**src/rtl/assert_macros.svh**
```systemverilog
// assertion helpers shared by the rtl
`ifndef ASSERT_MACROS_SVH
`define ASSERT_MACROS_SVH

// property checked on every rising edge, quiet while in reset
`define ASSERT_CLK(lbl, clk_s, rst_n, prop, msg) \
	lbl: assert property (@(posedge clk_s) disable iff (!rst_n) prop) else $error(msg);

// same-cycle implication, quiet while in reset
`define ASSERT_IMPL(lbl, clk_s, rst_n, ante, cons, msg) \
	lbl: assert property (@(posedge clk_s) disable iff (!rst_n) (ante) |-> (cons)) \
		else $error(msg);

`endif

```
**src/rtl/gtpvc_pkg.sv**
```systemverilog
package gtpvc_pkg;

	// fixed field widths
	localparam int SPEED_W    = 11;
	localparam int TURN_W     = 12;
	localparam int DEADBAND_W = 12;
	localparam int STOP_W     = 16;
	localparam int GAIN_W     = 11;

	// fixed point
	localparam int GUARD_BITS   = 12;
	localparam int GAIN_BITS    = 10;
	localparam int ZW           = 34;
	localparam int DCLAMP_W     = 21;
	localparam int INV_K_W      = 16;
	localparam logic [INV_K_W-1:0] INV_GAIN_Q16 = 16'd39797;
	localparam logic signed [ZW-1:0] PI_Q30 = 34'sd3373259426;

	// register indexes
	localparam int CFG_IDX_W = 3;
	localparam logic [CFG_IDX_W-1:0] REG_TARGET_X   = 3'd0;
	localparam logic [CFG_IDX_W-1:0] REG_TARGET_Y   = 3'd1;
	localparam logic [CFG_IDX_W-1:0] REG_DEADBAND   = 3'd2;
	localparam logic [CFG_IDX_W-1:0] REG_STOP_DIST  = 3'd3;
	localparam logic [CFG_IDX_W-1:0] REG_SPEED_GAIN = 3'd4;
	localparam logic [CFG_IDX_W-1:0] REG_SPEED_LIM  = 3'd5;
	localparam logic [CFG_IDX_W-1:0] REG_TURN_LIM   = 3'd6;
	localparam logic [CFG_IDX_W-1:0] REG_DONE_SPEED = 3'd7;

	// reset values
	localparam logic [DEADBAND_W-1:0] RST_DEADBAND   = 12'd179;
	localparam logic [STOP_W-1:0]     RST_STOP_DIST  = 16'd51;
	localparam logic [GAIN_W-1:0]     RST_SPEED_GAIN = 11'd205;
	localparam logic [SPEED_W-1:0]    RST_SPEED_LIM  = 11'd205;
	localparam logic [SPEED_W-1:0]    RST_TURN_LIM   = 11'd715;
	localparam logic [SPEED_W-1:0]    RST_DONE_SPEED = 11'd10;

	// control settings seen by the output math
	typedef struct packed {
		logic [DEADBAND_W-1:0] angle_deadband;
		logic [STOP_W-1:0]     stop_distance;
		logic [GAIN_W-1:0]     speed_gain;
		logic [SPEED_W-1:0]    speed_limit;
		logic [SPEED_W-1:0]    turn_limit;
		logic [SPEED_W-1:0]    done_speed;
	} cfg_t;

	// atan(2^-i) in q30, truncated
	function automatic logic [ZW-1:0] atan_q30(input int idx);
		logic [ZW-1:0] v;
		case (idx)
			0:       v = 34'd843314856;
			1:       v = 34'd497837829;
			2:       v = 34'd263043836;
			3:       v = 34'd133525158;
			4:       v = 34'd67021686;
			5:       v = 34'd33543515;
			6:       v = 34'd16775850;
			7:       v = 34'd8388437;
			8:       v = 34'd4194282;
			9:       v = 34'd2097149;
			10:      v = 34'd1048575;
			11:      v = 34'd524287;
			12:      v = 34'd262143;
			13:      v = 34'd131071;
			14:      v = 34'd65535;
			15:      v = 34'd32767;
			16:      v = 34'd16383;
			17:      v = 34'd8191;
			18:      v = 34'd4095;
			19:      v = 34'd2047;
			20:      v = 34'd1023;
			21:      v = 34'd511;
			22:      v = 34'd255;
			23:      v = 34'd127;
			default: v = '0;
		endcase
		return v;
	endfunction

endpackage

```
**src/rtl/gtpvc_cell.sv**
```systemverilog
`include "assert_macros.svh"

module gtpvc_cell #(
	parameter int XW    = 31,
	parameter int STAGE = 0
) (
	input  logic                           clk,
	input  logic                           arst_n,
	input  logic                           in_valid,
	output logic                           in_ready,
	input  logic signed [XW-1:0]           x_in,
	input  logic signed [XW-1:0]           y_in,
	input  logic signed [gtpvc_pkg::ZW-1:0] z_in,
	output logic                           out_valid,
	input  logic                           out_ready,
	output logic signed [XW-1:0]           x_out,
	output logic signed [XW-1:0]           y_out,
	output logic signed [gtpvc_pkg::ZW-1:0] z_out
);

	localparam logic signed [gtpvc_pkg::ZW-1:0] ATAN =
		$signed(gtpvc_pkg::atan_q30(STAGE));

	logic                            vld_q;
	logic signed [XW-1:0]            x_q, y_q;
	logic signed [gtpvc_pkg::ZW-1:0] z_q;
	logic signed [XW-1:0]            xs, ys;
	logic                            neg_y;

	assign in_ready = !vld_q || out_ready;
	assign xs       = x_in >>> STAGE;
	assign ys       = y_in >>> STAGE;
	assign neg_y    = y_in[XW-1];

	always_ff @(posedge clk or negedge arst_n) begin
		if (!arst_n) begin
			vld_q <= 1'b0;
		end else if (in_ready) begin
			vld_q <= in_valid;
		end
	end

	// one micro-rotation toward the x axis
	always_ff @(posedge clk) begin
		if (in_ready && in_valid) begin
			if (neg_y) begin
				x_q <= x_in - ys;
				y_q <= y_in + xs;
				z_q <= z_in - ATAN;
			end else begin
				x_q <= x_in + ys;
				y_q <= y_in - xs;
				z_q <= z_in + ATAN;
			end
		end
	end

	assign out_valid = vld_q;
	assign x_out     = x_q;
	assign y_out     = y_q;
	assign z_out     = z_q;

	`ASSERT_CLK(a_cell_hold, clk, arst_n, vld_q && !out_ready |=> vld_q && $stable(z_q), "cell word lost under stall")
	`ASSERT_IMPL(a_cell_xpos, clk, arst_n, vld_q, !x_q[XW-1], "cordic x went negative")

endmodule

```
**config.mk**
```make
export PLATFORM = sky130hd
export DESIGN_NAME = gtpvc_cell
export DESIGN_NICKNAME = d
export VERILOG_FILES = /design/src/rtl/gtpvc_pkg.sv /design/src/rtl/gtpvc_cell.sv
export VERILOG_INCLUDE_DIRS = /design/src /design/src/rtl
export SDC_FILE = /design/constraint.sdc
export NUM_CORES = 1
export LEC_CHECK = 0
export BUFFER_PORTS_ARGS = -buffer_cell sky130_fd_sc_hd__buf_2
export CORE_MARGIN = 3
export CORE_UTILIZATION = 30
export CTS_CLUSTER_SIZE = 10
export DETAILED_ROUTE_END_ITERATION = 7
export PLACE_DENSITY = 0.5
export SLEW_MARGIN = 25
export SYNTH_ARGS = -nofsm -noshare
export SYNTH_HDL_FRONTEND = slang
export SYNTH_SLANG_ARGS = --single-unit
```
**constraint.sdc**
```tcl
create_clock -name clk -period 9.4 [get_ports clk]
set_input_delay 1.88 -clock clk [delete_from_list [all_inputs] [get_ports clk]]
set_output_delay 1.88 -clock clk [all_outputs]
set_load 0.03 [all_outputs]
```
== Yosys cells after proc, flatten, opt, wreduce, memory -nomap -nowiden ==
Index checks and enable logic that the tools add are counted.
Widths: inputs -> output; s select.

* Flip-flop bits (word level): 97
* Logic and storage cells: 15
* Output and inout port bits: 98
* Bits of input ports: 100

* Muxes and demuxes: 3
* $add $sub $neg: 5
* Reductions and logical operators: 3

{| class="wikitable"
|+ Operators by type and width
! operator !! number
|-
| $mux 31 || 2
|-
| $sub 31x31->31 || 2
|-
| $add 34x31->34 const B || 1
|-
| $mux 34 || 1
|-
| $sub 34x31->34 const B || 1
|-
| $add 31x31->31 || 1
|-
| $logic_and 1x1->1 || 1
|-
| $logic_not 1->1 || 1
|-
| $logic_or 1x1->1 || 1
|}

== Depth between registers and ports, before layout ==
* Word-level depth: 3
* Depth in mapped cells: 13
* Mapped depth without buffers: 12

== Worst setup path after synthesis ==
OpenSTA, ideal clock, no wires.

* Kind: input-to-reg
* Start point: input port y_in[30]
* End point: register z_q, in the netlist z_out[29], data pin
* Arrival time: 4.725 ns
* Buffers on the path: 2
* Path slack: 4.411 ns
* Data required time: 9.137 ns
* Library setup time: 0.263 ns
* Stages: 12
* Cell sequence: inv_1 clkbuf_1 buf_1 ha_1 a2111oi_0 o21a_1 o21ai_0 a41oi_1 o31ai_1 and2_1 a21oi_1 xnor2_1

* Word-level cells in the longest chain between the ends: 1

{| class="wikitable"
|+ Ends and longest elaborated chain
! element !! RTL line !! text
|-
| from (decl) || gtpvc_cell.sv:12 || <nowiki>input logic signed [XW-1:0] y_in,</nowiki>
|-
| $mux 34 || gtpvc_cell.sv:46 || <nowiki>if (neg_y) begin</nowiki>
|-
| to (signal assigned) || gtpvc_cell.sv:49 || <nowiki>z_q <= z_in - ATAN;</nowiki>
|-
| to (signal assigned) || gtpvc_cell.sv:53 || <nowiki>z_q <= z_in + ATAN;</nowiki>
|-
| to (decl) || gtpvc_cell.sv:26 || <nowiki>logic signed [gtpvc_pkg::ZW-1:0] z_q;</nowiki>
|}

Every way passes these cells.
A chain may end at the register's enable or synchronous reset.

== Worst setup path in the final report ==
* Start point: input port y_in[30]
* End point: register z_q, in the netlist z_out[26], data pin

Same word-level chain as after synthesis.

==> results.md <==
* Initial antenna violation count at 0
* CP Launch Type: input pin
* Htree depth at 3
* Wirelength per Cell at 17.47 microns
* Syn_nets at 1343
* Final GP Congestion at 0.8702
* Mean post-synth cell area at 8.775 sq um
* Core area at 0.03180 sq mm
* PortBufs at 197
* Post-synth top flop: edfxtp_1
* Area contributors post-synth: edfxtp_1 29%, ha_1 16%, a21oi_1 6.9%
* Post-synth top cells: 135 x a21oi_1, 126 x ha_1, 100 x inv_1
* Rel. slew slack at 0.3909
* CTS Buffer Depth at 2
* Clock sink count at 96
* Cell count after synthesis at 1113
* Final Skew at 11.10 ps
* Worst EP required at 9510 ps
* Post-synth top area share at 0.2921
* WS Path Type: input pin to flip-flop
* Via Count at 8745
* DIE HEIGHT at 186.4 microns
* Synth Register Bits at 96
* Drt drc at 0
* Number of routed nets with antenna violations at 0
* Final-report setup violation count at 0
* Die X at 186.4 microns
* Fin crit share at 0.5725
* Arr. time, crit path at 5490 ps
* Inserted Diodes at 0
* Place WS at 3658 ps
* Post-CTS resize count at 0
* Number of iterations in the first detailed-routing pass at 6
* Max_cap viols at 0
* CP endpoint kind: flip-flop
* HP Class: flip-flop to flip-flop
* Starting density of the core at 0.3071
* Final wirelength at 29.97 mm
* Post-synth EDFFs at 95
* Largest net degree at the start of global routing at 75
* Most frequent cell after synthesis: a21oi_1
* # IOs at 198
* Leak pwr at 5.048 nW
* DIE AREA at 0.03476 sq mm
* Synth Cell Area at 0.009767 sq mm
* Cell area after layout at 0.01132 sq mm
* Grt ovf at 0
* DR vias/cell at 5.096
* Setup TNS at 0 ps
* RSZ-0062 raised after global routing: false
* Status: complete, no violations
* DRT iter0 DRCs at 759
* Slew Viols, Final at 0
* Area growth, synth to finish at 15.91%
* Clk slew on worst S/H paths at 70 ps
* CTS Buf Count at 9
* CTS tree: yes
* Final min period at 5382 ps
* Metal3 WL at 1.561 mm
* Final worst setup slack at 4018 ps
* Global-route wire length before repair at 47.98 mm
* FMAX at 185.8 MHz
* Routed met2 length at 14.03 mm
* P per Cell Area at 141.1 mW/mm^2
* Seq/Total Area, Yosys at 0.2946
* Total track usage at 0.1706
* Rows at 65
* Fin util at 0.3560
* HPWL Detailed at 23.86 mm
* Number of global-route vias before repair at 8685
* Max Used Layer: met4
* Synth Warn # at 0
* Final Hold Vio Count at 0
* Top cell type by total area after synthesis: edfxtp_1
* CTS root buf: clkbuf_16
* Clk Latency, worst-skew pair at 370 ps
* Peak supply drop at 0.08562 mV
* Placed inst area at 0.01103 sq mm
* Final #Nets at 1506
* FFs w/ async S/R, synth at 0.01042
* Slew @ Worst Pin at 913.7 ps
* Buffer count from post-CTS setup fixing at 0
* Met1 wire length at 13.99 mm
* Share of layout cells above drive strength 1 at 0.1905
* Distinct cell type count after synthesis at 82
* Crit-path max FO at 31
* Cts hold-fix bufs at 0
[path summary, 6_finish.rpt]
check / start / endpoint / slack (ps) / depth (start not counted)
max in group asynchronous: arst_n / out_valid$_DFFE_PN0N_ / 8040 / 1
min in group asynchronous: arst_n / out_valid$_DFFE_PN0N_ / 1280 / 1
worst max register to register: out_valid$_DFFE_PN0N_ / x_out[27]$_DFFE_PP_ / 7280 / 3
worst max-delay path: y_in[30] / z_out[26]$_DFFE_PP_ / 4020 / 12
worst min register to register: out_valid$_DFFE_PN0N_ / out_valid$_DFFE_PN0N_ / 540 / 2
worst min-delay path: out_valid$_DFFE_PN0N_ / out_valid$_DFFE_PN0N_ / 540 / 2
[registers in the layout (all words and copies together) (netlist names)]
name	cells
out_valid	1
y_out	31
x_out	30
z_out	34
[metrics by stage]
step,instances,total power [mW],hold slack [ps]
after global routing,1716,1.697,598.1
after floorplan,1113,1.047,925.3
after detailed placement,1700,1.232,524.8
after global placement,1700,1.232,507.0
after CTS,1716,1.614,541.4
final,1716,1.597,538.0
[routing by layer]
metal | up-vias | track usage
met5 | - | 0
met4 | 0 | 0.04507
met3 | 19 | 0.02217
met2 | 282 | 0.2807
met1 | 4126 | 0.2372
li1 | 4318 | -
[area by class of cell]
type / instances / area (sq um)
fill: 3381 / 20480
multi-input combinational: 861 / 6185
sequential: 96 / 2878
timing repair buffer: 200 / 1008
tap: 435 / 544.3
inverter: 108 / 417.9
clock buffer: 9 / 225.2
clock inverter: 7 / 62.56
[power breakdown]
part / switching, mW / internal (mW) / leakage, nW
Sequential: 0.0146 / 0.546 / 0.915
Combinational: 0.431 / 0.231 / 3.99
Clock: 0.190 / 0.186 / 0.139
[cell usage in the layout, fill, tap and decap left out, drive strengths merged, types with 43 or more instances in the layout]
cell	Yosys	routed
buf	25	200
nor2	79	79
xnor2	72	72
nand2	61	61
a21o	43	43
inv	106	110
ha	126	126
edfxtp	95	95
a21oi	138	138
o21ai	78	78
[worst max-delay path: stages]
cell and delay (ps):
buf_2 400, inv_2 380, buf_4 380, ha_1 430, nand3_1 130, nor4_1 360, nor3_1 150, o21ai_0 290
a21oi_1 160, o41ai_1 540, a311oi_1 210, xnor2_1 160
[cells by family after synthesis]
family / count (synthesis) / synth area share
AO/OA/AOI/OAI: 386 / 0.2540
AND/OR/NAND/NOR: 246 / 0.1184
buffers and inverters: 156 / 0.07302
adder cells (fa/ha/maj): 130 / 0.1696
flip-flops: 96 / 0.2946
XOR/XNOR: 87 / 0.07802
multiplexers: 12 / 0.01230
No activity file was read; power rests on OpenSTA's default activity.
