[src/rtl/assert_macros.svh]
// assertion helpers shared by the rtl
`ifndef ASSERT_MACROS_SVH
`define ASSERT_MACROS_SVH

// property checked on every rising edge, quiet while in reset
`define ASSERT_CLK(lbl, clk_s, rst_n, prop, msg) \
	lbl: assert property (@(posedge clk_s) disable iff (!rst_n) prop) else $error(msg);

// same-cycle implication, quiet while in reset
`define ASSERT_IMPL(lbl, clk_s, rst_n, ante, cons, msg) \
	lbl: assert property (@(posedge clk_s) disable iff (!rst_n) (ante) |-> (cons)) \
		else $error(msg);

`endif

[src/rtl/gtpvc_pkg.sv]
package gtpvc_pkg;

	// fixed field widths
	localparam int SPEED_W    = 11;
	localparam int TURN_W     = 12;
	localparam int DEADBAND_W = 12;
	localparam int STOP_W     = 16;
	localparam int GAIN_W     = 11;

	// fixed point
	localparam int GUARD_BITS   = 12;
	localparam int GAIN_BITS    = 10;
	localparam int ZW           = 34;
	localparam int DCLAMP_W     = 21;
	localparam int INV_K_W      = 16;
	localparam logic [INV_K_W-1:0] INV_GAIN_Q16 = 16'd39797;
	localparam logic signed [ZW-1:0] PI_Q30 = 34'sd3373259426;

	// register indexes
	localparam int CFG_IDX_W = 3;
	localparam logic [CFG_IDX_W-1:0] REG_TARGET_X   = 3'd0;
	localparam logic [CFG_IDX_W-1:0] REG_TARGET_Y   = 3'd1;
	localparam logic [CFG_IDX_W-1:0] REG_DEADBAND   = 3'd2;
	localparam logic [CFG_IDX_W-1:0] REG_STOP_DIST  = 3'd3;
	localparam logic [CFG_IDX_W-1:0] REG_SPEED_GAIN = 3'd4;
	localparam logic [CFG_IDX_W-1:0] REG_SPEED_LIM  = 3'd5;
	localparam logic [CFG_IDX_W-1:0] REG_TURN_LIM   = 3'd6;
	localparam logic [CFG_IDX_W-1:0] REG_DONE_SPEED = 3'd7;

	// reset values
	localparam logic [DEADBAND_W-1:0] RST_DEADBAND   = 12'd179;
	localparam logic [STOP_W-1:0]     RST_STOP_DIST  = 16'd51;
	localparam logic [GAIN_W-1:0]     RST_SPEED_GAIN = 11'd205;
	localparam logic [SPEED_W-1:0]    RST_SPEED_LIM  = 11'd205;
	localparam logic [SPEED_W-1:0]    RST_TURN_LIM   = 11'd715;
	localparam logic [SPEED_W-1:0]    RST_DONE_SPEED = 11'd10;

	// control settings seen by the output math
	typedef struct packed {
		logic [DEADBAND_W-1:0] angle_deadband;
		logic [STOP_W-1:0]     stop_distance;
		logic [GAIN_W-1:0]     speed_gain;
		logic [SPEED_W-1:0]    speed_limit;
		logic [SPEED_W-1:0]    turn_limit;
		logic [SPEED_W-1:0]    done_speed;
	} cfg_t;

	// atan(2^-i) in q30, truncated
	function automatic logic [ZW-1:0] atan_q30(input int idx);
		logic [ZW-1:0] v;
		case (idx)
			0:       v = 34'd843314856;
			1:       v = 34'd497837829;
			2:       v = 34'd263043836;
			3:       v = 34'd133525158;
			4:       v = 34'd67021686;
			5:       v = 34'd33543515;
			6:       v = 34'd16775850;
			7:       v = 34'd8388437;
			8:       v = 34'd4194282;
			9:       v = 34'd2097149;
			10:      v = 34'd1048575;
			11:      v = 34'd524287;
			12:      v = 34'd262143;
			13:      v = 34'd131071;
			14:      v = 34'd65535;
			15:      v = 34'd32767;
			16:      v = 34'd16383;
			17:      v = 34'd8191;
			18:      v = 34'd4095;
			19:      v = 34'd2047;
			20:      v = 34'd1023;
			21:      v = 34'd511;
			22:      v = 34'd255;
			23:      v = 34'd127;
			default: v = '0;
		endcase
		return v;
	endfunction

endpackage

[src/rtl/gtpvc_post.sv]
`include "assert_macros.svh"

module gtpvc_post #(
	parameter int XW        = 31,
	parameter int FRAC_BITS = 10
) (
	input  logic                                   clk,
	input  logic                                   arst_n,
	input  gtpvc_pkg::cfg_t                        cfg,
	input  logic                                   in_valid,
	output logic                                   in_ready,
	input  logic signed [XW-1:0]                   x_in,
	input  logic signed [gtpvc_pkg::ZW-1:0]        z_in,
	output logic                                   out_valid,
	input  logic                                   out_ready,
	output logic [gtpvc_pkg::SPEED_W-1:0]          speed,
	output logic signed [gtpvc_pkg::TURN_W-1:0]    turn_rate,
	output logic                                   done_res
);

	localparam int ZW    = gtpvc_pkg::ZW;
	localparam int SW    = gtpvc_pkg::SPEED_W;
	localparam int TW    = gtpvc_pkg::TURN_W;
	localparam int CW    = gtpvc_pkg::DCLAMP_W;
	localparam int GW    = gtpvc_pkg::GAIN_W;
	localparam int KW    = gtpvc_pkg::INV_K_W;
	localparam int SHIFT = 30 - FRAC_BITS;
	localparam int BW    = FRAC_BITS + 4;
	localparam int NW    = BW + 2;
	localparam int QW    = NW - 3;
	localparam int TQW   = (QW > SW) ? QW : SW;
	localparam int MW    = (BW > gtpvc_pkg::DEADBAND_W) ? BW : gtpvc_pkg::DEADBAND_W;
	localparam int LOW   = 24;
	localparam int XHW   = XW - LOW;
	localparam int PW    = XW + KW;
	localparam int DW    = XW - 12;
	localparam int DBW   = (DW > CW + 1) ? DW : CW + 1;
	localparam int DSH   = gtpvc_pkg::GUARD_BITS + 16;
	localparam int PRW   = CW + GW;
	localparam int RW    = NW + 1;
	localparam int MPW   = 2 * NW + 1;
	localparam longint RECIP = ((longint'(1) << (NW + 4)) + 8) / 9;
	localparam logic [RW-1:0] RECIP_V = RW'(RECIP);
	localparam logic signed [ZW-1:0] ROUND_V = ZW'(64'd1 << (SHIFT - 1));

	// valid / ready chain
	logic vld_s1, vld_s2, vld_s3, vld_s4;
	logic rdy_s1, rdy_s2, rdy_s3, rdy_s4;

	assign rdy_s4   = !vld_s4 || out_ready;
	assign rdy_s3   = !vld_s3 || rdy_s4;
	assign rdy_s2   = !vld_s2 || rdy_s3;
	assign rdy_s1   = !vld_s1 || rdy_s2;
	assign in_ready = rdy_s1;

	always_ff @(posedge clk or negedge arst_n) begin
		if (!arst_n) begin
			vld_s1 <= 1'b0;
			vld_s2 <= 1'b0;
			vld_s3 <= 1'b0;
			vld_s4 <= 1'b0;
		end else begin
			if (rdy_s1) vld_s1 <= in_valid;
			if (rdy_s2) vld_s2 <= vld_s1;
			if (rdy_s3) vld_s3 <= vld_s2;
			if (rdy_s4) vld_s4 <= vld_s3;
		end
	end

	// stage 1: gain products and rounded bearing
	logic signed [ZW-1:0] zr, zs;
	logic signed [BW-1:0] brg;
	logic [BW-1:0]        mag;
	logic [LOW+KW-1:0]    plo;
	logic [XHW+KW-1:0]    phi;

	assign zr  = z_in + ROUND_V;
	assign zs  = zr >>> SHIFT;
	assign brg = zs[BW-1:0];
	assign mag = brg[BW-1] ? BW'(-brg) : BW'(brg);
	assign plo = {{KW{1'b0}}, x_in[LOW-1:0]} * {{LOW{1'b0}}, gtpvc_pkg::INV_GAIN_Q16};
	assign phi = {{KW{1'b0}}, x_in[XW-1:LOW]} * {{XHW{1'b0}}, gtpvc_pkg::INV_GAIN_Q16};

	logic [LOW+KW-1:0] plo_s1;
	logic [XHW+KW-1:0] phi_s1;
	logic [BW-1:0]     mag_s1;
	logic              neg_s1;

	always_ff @(posedge clk) begin
		if (rdy_s1 && in_valid) begin
			plo_s1 <= plo;
			phi_s1 <= phi;
			mag_s1 <= mag;
			neg_s1 <= brg[BW-1];
		end
	end

	// stage 2: distance, stop test, turn division by nine
	logic [PW-1:0]  dsum;
	logic [DBW-1:0] dext;
	logic [CW-1:0]  dclamp;
	logic [NW-1:0]  nt;
	logic [MPW-1:0] tprod;

	assign dsum   = PW'(plo_s1) + (PW'(phi_s1) << LOW) + (PW'(1) << (DSH - 1));
	assign dext   = DBW'(dsum[PW-1:DSH]);
	assign dclamp = (|dext[DBW-1:CW]) ? {CW{1'b1}} : dext[CW-1:0];
	assign nt     = NW'({mag_s1, 1'b0}) + NW'(4);
	assign tprod  = MPW'(nt) * MPW'(RECIP_V);

	logic [CW-1:0] dist_s2;
	logic          far_s2;
	logic [QW-1:0] tq_s2;
	logic          turn_on_s2;
	logic          neg_s2;

	always_ff @(posedge clk) begin
		if (rdy_s2 && vld_s1) begin
			dist_s2    <= dclamp;
			far_s2     <= dext > DBW'(cfg.stop_distance);
			tq_s2      <= tprod[MPW-1:NW+4];
			turn_on_s2 <= MW'(mag_s1) > MW'(cfg.angle_deadband);
			neg_s2     <= neg_s1;
		end
	end

	// stage 3: turn saturation and sign, speed product
	logic [TQW-1:0]       tq_ext;
	logic [SW-1:0]        tmag;
	logic signed [TW-1:0] turn;
	logic [PRW-1:0]       sprod;

	assign tq_ext = TQW'(tq_s2);
	assign tmag   = (tq_ext > TQW'(cfg.turn_limit)) ? cfg.turn_limit : tq_ext[SW-1:0];
	assign turn   = !turn_on_s2 ? '0 :
		neg_s2 ? -$signed({1'b0, tmag}) : $signed({1'b0, tmag});
	assign sprod  = PRW'(dist_s2) * PRW'(cfg.speed_gain);

	logic signed [TW-1:0] turn_s3;
	logic [PRW-1:0]       sprod_s3;
	logic                 far_s3;

	always_ff @(posedge clk) begin
		if (rdy_s3 && vld_s2) begin
			turn_s3  <= turn;
			sprod_s3 <= sprod;
			far_s3   <= far_s2;
		end
	end

	// stage 4: speed rounding, saturation, done flag
	logic [PRW-1:0]                 sround;
	logic [PRW-gtpvc_pkg::GAIN_BITS-1:0] sq;
	logic [SW-1:0]                  scap, spd;

	assign sround = sprod_s3 + PRW'(1 << (gtpvc_pkg::GAIN_BITS - 1));
	assign sq     = sround[PRW-1:gtpvc_pkg::GAIN_BITS];
	assign scap   = (sq > (PRW-gtpvc_pkg::GAIN_BITS)'(cfg.speed_limit)) ?
		cfg.speed_limit : sq[SW-1:0];
	assign spd    = far_s3 ? scap : '0;

	logic [SW-1:0]        speed_s4;
	logic signed [TW-1:0] turn_s4;
	logic                 done_s4;

	always_ff @(posedge clk) begin
		if (rdy_s4 && vld_s3) begin
			speed_s4 <= spd;
			turn_s4  <= turn_s3;
			done_s4  <= spd < cfg.done_speed;
		end
	end

	assign out_valid = vld_s4;
	assign speed     = speed_s4;
	assign turn_rate = turn_s4;
	assign done_res  = done_s4;

	`ASSERT_CLK(a_post_s3_hold, clk, arst_n, vld_s3 && vld_s4 && !out_ready |=> vld_s3, "stage 3 dropped while output stalled")
	`ASSERT_CLK(a_post_advance, clk, arst_n, vld_s1 && rdy_s2 |=> vld_s2, "stage 1 word not handed on")

endmodule

[config.mk]
export PLATFORM = sky130hd
export DESIGN_NAME = gtpvc_post
export DESIGN_NICKNAME = d
export VERILOG_FILES = /design/src/rtl/gtpvc_pkg.sv /design/src/rtl/gtpvc_post.sv
export VERILOG_INCLUDE_DIRS = /design/src /design/src/rtl
export SDC_FILE = /design/constraint.sdc
export NUM_CORES = 2
export LEC_CHECK = 0
export BUFFER_PORTS_ARGS = -buffer_cell sky130_fd_sc_hd__buf_2
export CAP_MARGIN = 30
export CORE_MARGIN = 2
export CORE_UTILIZATION = 30
export DETAILED_ROUTE_END_ITERATION = 7
export PLACE_DENSITY = 0.41
export SLEW_MARGIN = 20
export SYNTH_ARGS = -nofsm -noshare
export SYNTH_HDL_FRONTEND = slang
export SYNTH_SLANG_ARGS = --single-unit
export TNS_END_PERCENT = 50
[constraint.sdc]
create_clock -name clk -period 17.1 [get_ports clk]
set_input_delay 0.855 -clock clk [delete_from_list [all_inputs] [get_ports clk]]
set_output_delay 0.855 -clock clk [all_outputs]
set_load 0.05 [all_outputs]
After elaboration in Yosys (flattened, before gate mapping)
Index checks and enable logic that the tools add are counted.
Word-level totals
  bits in read-only memories: 0
  output and inout bits: 26
  flip-flop bits (word level): 186
  bits of input ports: 141
  bits in latches: 0
  logic and storage cells: 55
  memories kept: 0
  bits in writable memories: 0
Operators by class
  mux-type cells: 5
  bitwise logic cells: 0
  eq/ne operators: 0
  multipliers: 4
  add/sub/neg operators: 7
  shift operators: 0
  order comparisons: 5
  reduce and logical (&&, ||, !) cells: 13
  div/mod/pow operators: 0
Operators with widths (count)
  $add A40 B47 Y47: 1
  $add A47 B28 Y47 const B: 1
  $mux W11: 4
  $mul A24 B16 Y40 const B: 1
  $add A34 B21 Y34 const B: 1
  $mul A16 B17 Y33 const B: 1
  $add A32 B10 Y32 const B: 1
  $mul A19 B11 Y30: 1
  $mul A7 B16 Y23 const B: 1
  $gt A22 B11 Y1: 1
  $gt A19 B16 Y1: 1
  $add A15 B3 Y16 const B: 1
  $gt A14 B12 Y1: 1
  $neg A14 Y14: 1
  $gt A13 B11 Y1: 1
  $mux W13: 1
  $neg A11 Y12: 1
  $lt A11 B11 Y1: 1
  $logic_and A1 B1 Y1: 4
  $logic_not A1 Y1: 4
  $logic_or A1 B1 Y1: 4
  $reduce_and A2 Y1: 1

Longest topological paths before layout
  word-level depth: 6
  depth in mapped cells: 27
  gate-level depth less buffers: 27

Worst setup path before layout
Ideal clock, no wire load.
  path type: reg-to-reg
  from: register mag_s1[3]
  to: register tq_s2[10] (netlist: tq_ext[10]), data pin
  data arrival time: 6034 ps
  clock period less this slack: 6294 ps
  stages on the path, launching flop included: 24
  slack: 10806 ps
  buffers on the path: 0
  library setup time: 260 ps
  required time: 16840 ps
  path through: edfxtp_1 > nand3_1 > nor2_1 > nand2_1 > nor2_1 > and3_1 > xor2_1 > inv_1 > fa_1 > inv_1 > ha_1 > inv_1 > fa_1 > inv_1 > fa_1 > fa_1 > fa_1 > ha_1 > o211ai_1 > a31oi_1 > a221oi_2 > o21ai_1 > o21a_1 > xor2_1
Between the ends
  longest elaborated chain between the ends: 2
RTL lines
  start, declared: RTL line gtpvc_post.sv:86  | logic [BW-1:0] mag_s1;
  start signal, assigned: RTL line gtpvc_post.sv:93  | mag_s1 <= mag;
  $add A15 B3 Y16: RTL line gtpvc_post.sv:108  | assign nt = NW'({mag_s1, 1'b0}) + NW'(4);
  $mul A16 B17 Y33: RTL line gtpvc_post.sv:109  | assign tprod = MPW'(nt) * MPW'(RECIP_V);
  via tprod[30]: RTL line gtpvc_post.sv:103  | logic [MPW-1:0] tprod;
  end signal, assigned: RTL line gtpvc_post.sv:121  | tq_s2 <= tprod[MPW-1:NW+4];
  end, declared: RTL line gtpvc_post.sv:113  | logic [QW-1:0] tq_s2;
The timed path passes the listed nets, and every way through them passes these cells.
A chain may end at the register's enable or synchronous reset.

Worst setup path after layout
  from: register mag_s1[3]
  to: register tq_s2[12] (netlist: tq_ext[12]), data pin
Same word-level chain as after synthesis.

==> summary.txt <==
Run status
  • Outcome: finished clean

Global routing
  • Antenna violations before repair: 0
  • First-pass GRT wire length: 107000 um
  • GR Util met2: about a quarter
  • Met3 usage: under 10%
  • GRT Total Usage: ~14%
  • Vias in the first global route: slightly above 20000
  • Largest net degree at the start of global routing: 55
  • Busiest layer in global routing: met2
  • Met1 Use GR: between 10% and 20%
  • GR Overflow Total: 0

Yosys
  • Post-synth EDFFs: 147
  • Ranking of synthesized cells by area: fa_1, ha_1, edfxtp_1
  • Synth Warn #: 0
  • Synthesized area: between 20000 and 30000 um^2
  • Synth Register Bits: ~150
  • Synth top area share: 29.8%
  • Sequential share of the synthesized area: about 16%
  • Syn Area/Cell: roughly 10 um^2
  • Syn Nets: between 3000 and 4000
  • Unique masters post-synth: 76
  • Syn Inst Count: 2779
  • Async set-reset flop share out of synthesis: under 10%
  • Top FF cell, synth: edfxtp_1
  • Leading area contributor after synthesis: fa_1

Setup path
  • Crit path DAT: ~7500 ps
  • Worst Path Required: 17310 ps
  • CP Capture Type: register
  • Critical path launch point type: register
  • R2R Path End: tq_ext[12]
  • Worst R2R Setup Slack: just under 10000 ps
  • Reg2reg start: mag_s1[3]
  • R2R cell count: 25
  • Crit path max fanout: 6
  • Critical setup path kind: register to register

Route
  • Via count: about 19000
  • WL final: roughly 64000 um
  • Avg WL per Cell: about 15 um
  • DRC Markers: 0
  • Iter 0 DRT Violations: approximately 640
  • Post-detailed-route via-to-cell ratio: 4.52
  • Post-route ant nets: 0
  • Drt first pass iters: 5

Clock tree
  • Post_cts resized: 0
  • TritonCTS Buffers: 17
  • H-tree depth: 4
  • Worst-Skew Late Latency: 500 ps
  • CTS max path bufs: 2
  • Reg clk slew, reported paths: 70 ps
  • Clock sink count: approximately 150
  • Root Buffer: clkbuf_16
  • Setup repair bufs after CTS: 0
  • CTS tree: done
  • Hold Buf Count CTS: 0

Timing
  • Final period util: between 40% and 50%
  • Clock Skews: roughly 18 ps
  • Slew HR: 41.3%
  • Worst-Margin Slew: 874 ps
  • RSZ-0062 raised after global routing: false
  • Min Tclk post-route: between 7000 and 8000 ps
  • Setup TNS Final: 0 ps
  • Final setup violation count: 0
  • Max Fclk: 138 MHz
  • Final Hold Vio Count: 0
  • Slew Viols, Final: 0

Cells and area
  • Most frequent cells in the layout: inv_1, ha_1, fa_1
  • Total Nets Final: slightly below 4000
  • P&R area growth vs syn: 9.94%
  • N_diodes: 0
  • Most common cell after layout, fill and taps aside: inv_1
  • Fin util: 33.3%
  • Fin area: between 30000 and 40000 um^2
  • Share of cells above drive strength 1: ~7%

Floorplanning
  • Core area: between 90000 and 100000 um^2
  • Die height: ~300 um
  • Num ports: ~170
  • Die area: between 90000 and 100000 um^2
  • # rows: between 100 and 150
  • DIE WIDTH: between 300 and 400 um
  • Starting Density: between 30% and 40%

Placement
  • DP Wirelength: around 55000 um
  • Routability cong.: 0.840
  • Placed Area: between 20000 and 30000 um^2
  • PortBufs: between 100 and 150

Hold path
  • HP Class: input pin to asynchronous set/reset pin

Run
  • Max Cap Viol: 0
-- layer usage --
layer	vias to the layer above	routed length, um
li1	9278	-
met1	9240	29900
met2	220	32100
met3	49	1670
met4	0	760
met5	-	0
-- cell usage after synthesis (17+ instances only) --
master	number
and3_1	19
a21oi_1	85
xor2_1	42
o21a_1	17
nor2b_1	26
nand4_1	30
nor2_1	88
edfxtp_1	147
nand2_1	193
and2_1	84
a21o_1	35
o21ai_0	34
o21ai_1	19
nand2b_1	17
nand3_1	46
inv_1	614
fa_1	414
nor3_1	56
ha_1	490
clkbuf_1	47
xnor2_1	93
-- per-stage QoR --
step                      setup slack [ps]  hold slack (ps)  std cells
after floorplan                      10810              400       2779
after global placement                9580              402       4122
after detailed placement              9500              405       4122
after global routing                  9180              130       4155
after CTS                             9640              121       4154
final                                 9840              168       4155
-- state kept, by name (all words and copies together) (netlist names) --
signal / cells
vld_s3: 1
done_res: 1
vld_s2: 1
phi_s1: 23
turn_on_s2: 1
far_s3: 1
turn_s3: 12
speed: 11
mag_s1: 14
far_s2: 1
out_valid: 1
plo_s1: 16
sprod_s3: 21
dist_s2: 19
vld_s1: 1
turn_rate: 12
tq_ext: 13
neg_s2: 1
neg_s1: 1
-- worst max path at each step --
stage	from	to	slack (ps)	cells after the start
floorplan	mag_s1[3]	tq_ext[10]	10810	23
global placement	x_in[8]	plo_s1[36]	9580	18
detailed placement	x_in[8]	plo_s1[36]	9500	18
CTS	mag_s1[3]	tq_ext[12]	9640	25
global route	mag_s1[3]	tq_ext[12]	9180	25
finish	mag_s1[3]	tq_ext[12]	9840	25
-- logic make-up (layout without fill, tap and decap cells) --
group | Yosys count | in the layout | share of synthesized area (%)
and+or+nand+nor | 611 | 611 | 11.0
xor gates and xnor gates | 135 | 135 | 4.25
AOI/OAI and AO/OA | 290 | 290 | 6.87
adders and majority gates | 904 | 904 | 51.8
muxes | 21 | 21 | 0.814
DFF | 151 | 151 | 16.2
buffers and inverters | 667 | 800 | 9.04
-- worst max-delay path, cell delays in order, from the launching register on --
cell and delay, ps:
edfxtp_1 440, nand3_1 130, nor2_1 230, nand2_1 80
nor2_1 200, and3_1 260, xor2_1 500, inv_1 120
fa_1 500, inv_1 40, ha_1 360, inv_1 90
fa_1 540, inv_1 60, fa_1 510, fa_1 450
fa_1 470, ha_1 300, nand2_1 60, nor2_1 120
o211ai_1 160, a31oi_1 480, a221oi_2 190, o21ai_1 320
o21a_1 230, o211ai_1 120
-- layout make-up --
cell class                      count  area (um^2)
Fill cell                        9438        61200
Multi-Input combinational cell   1961        20800
Sequential cell                   151         4510
Inverter                          615         2310
Tap cell                         1243         1560
Timing Repair Buffer              153          801
Clock buffer                       18          429
Clock inverter                     14          181
Power is not shown: default switching activity piles up to over one toggle a cycle in this logic, so the estimate is an artifact.
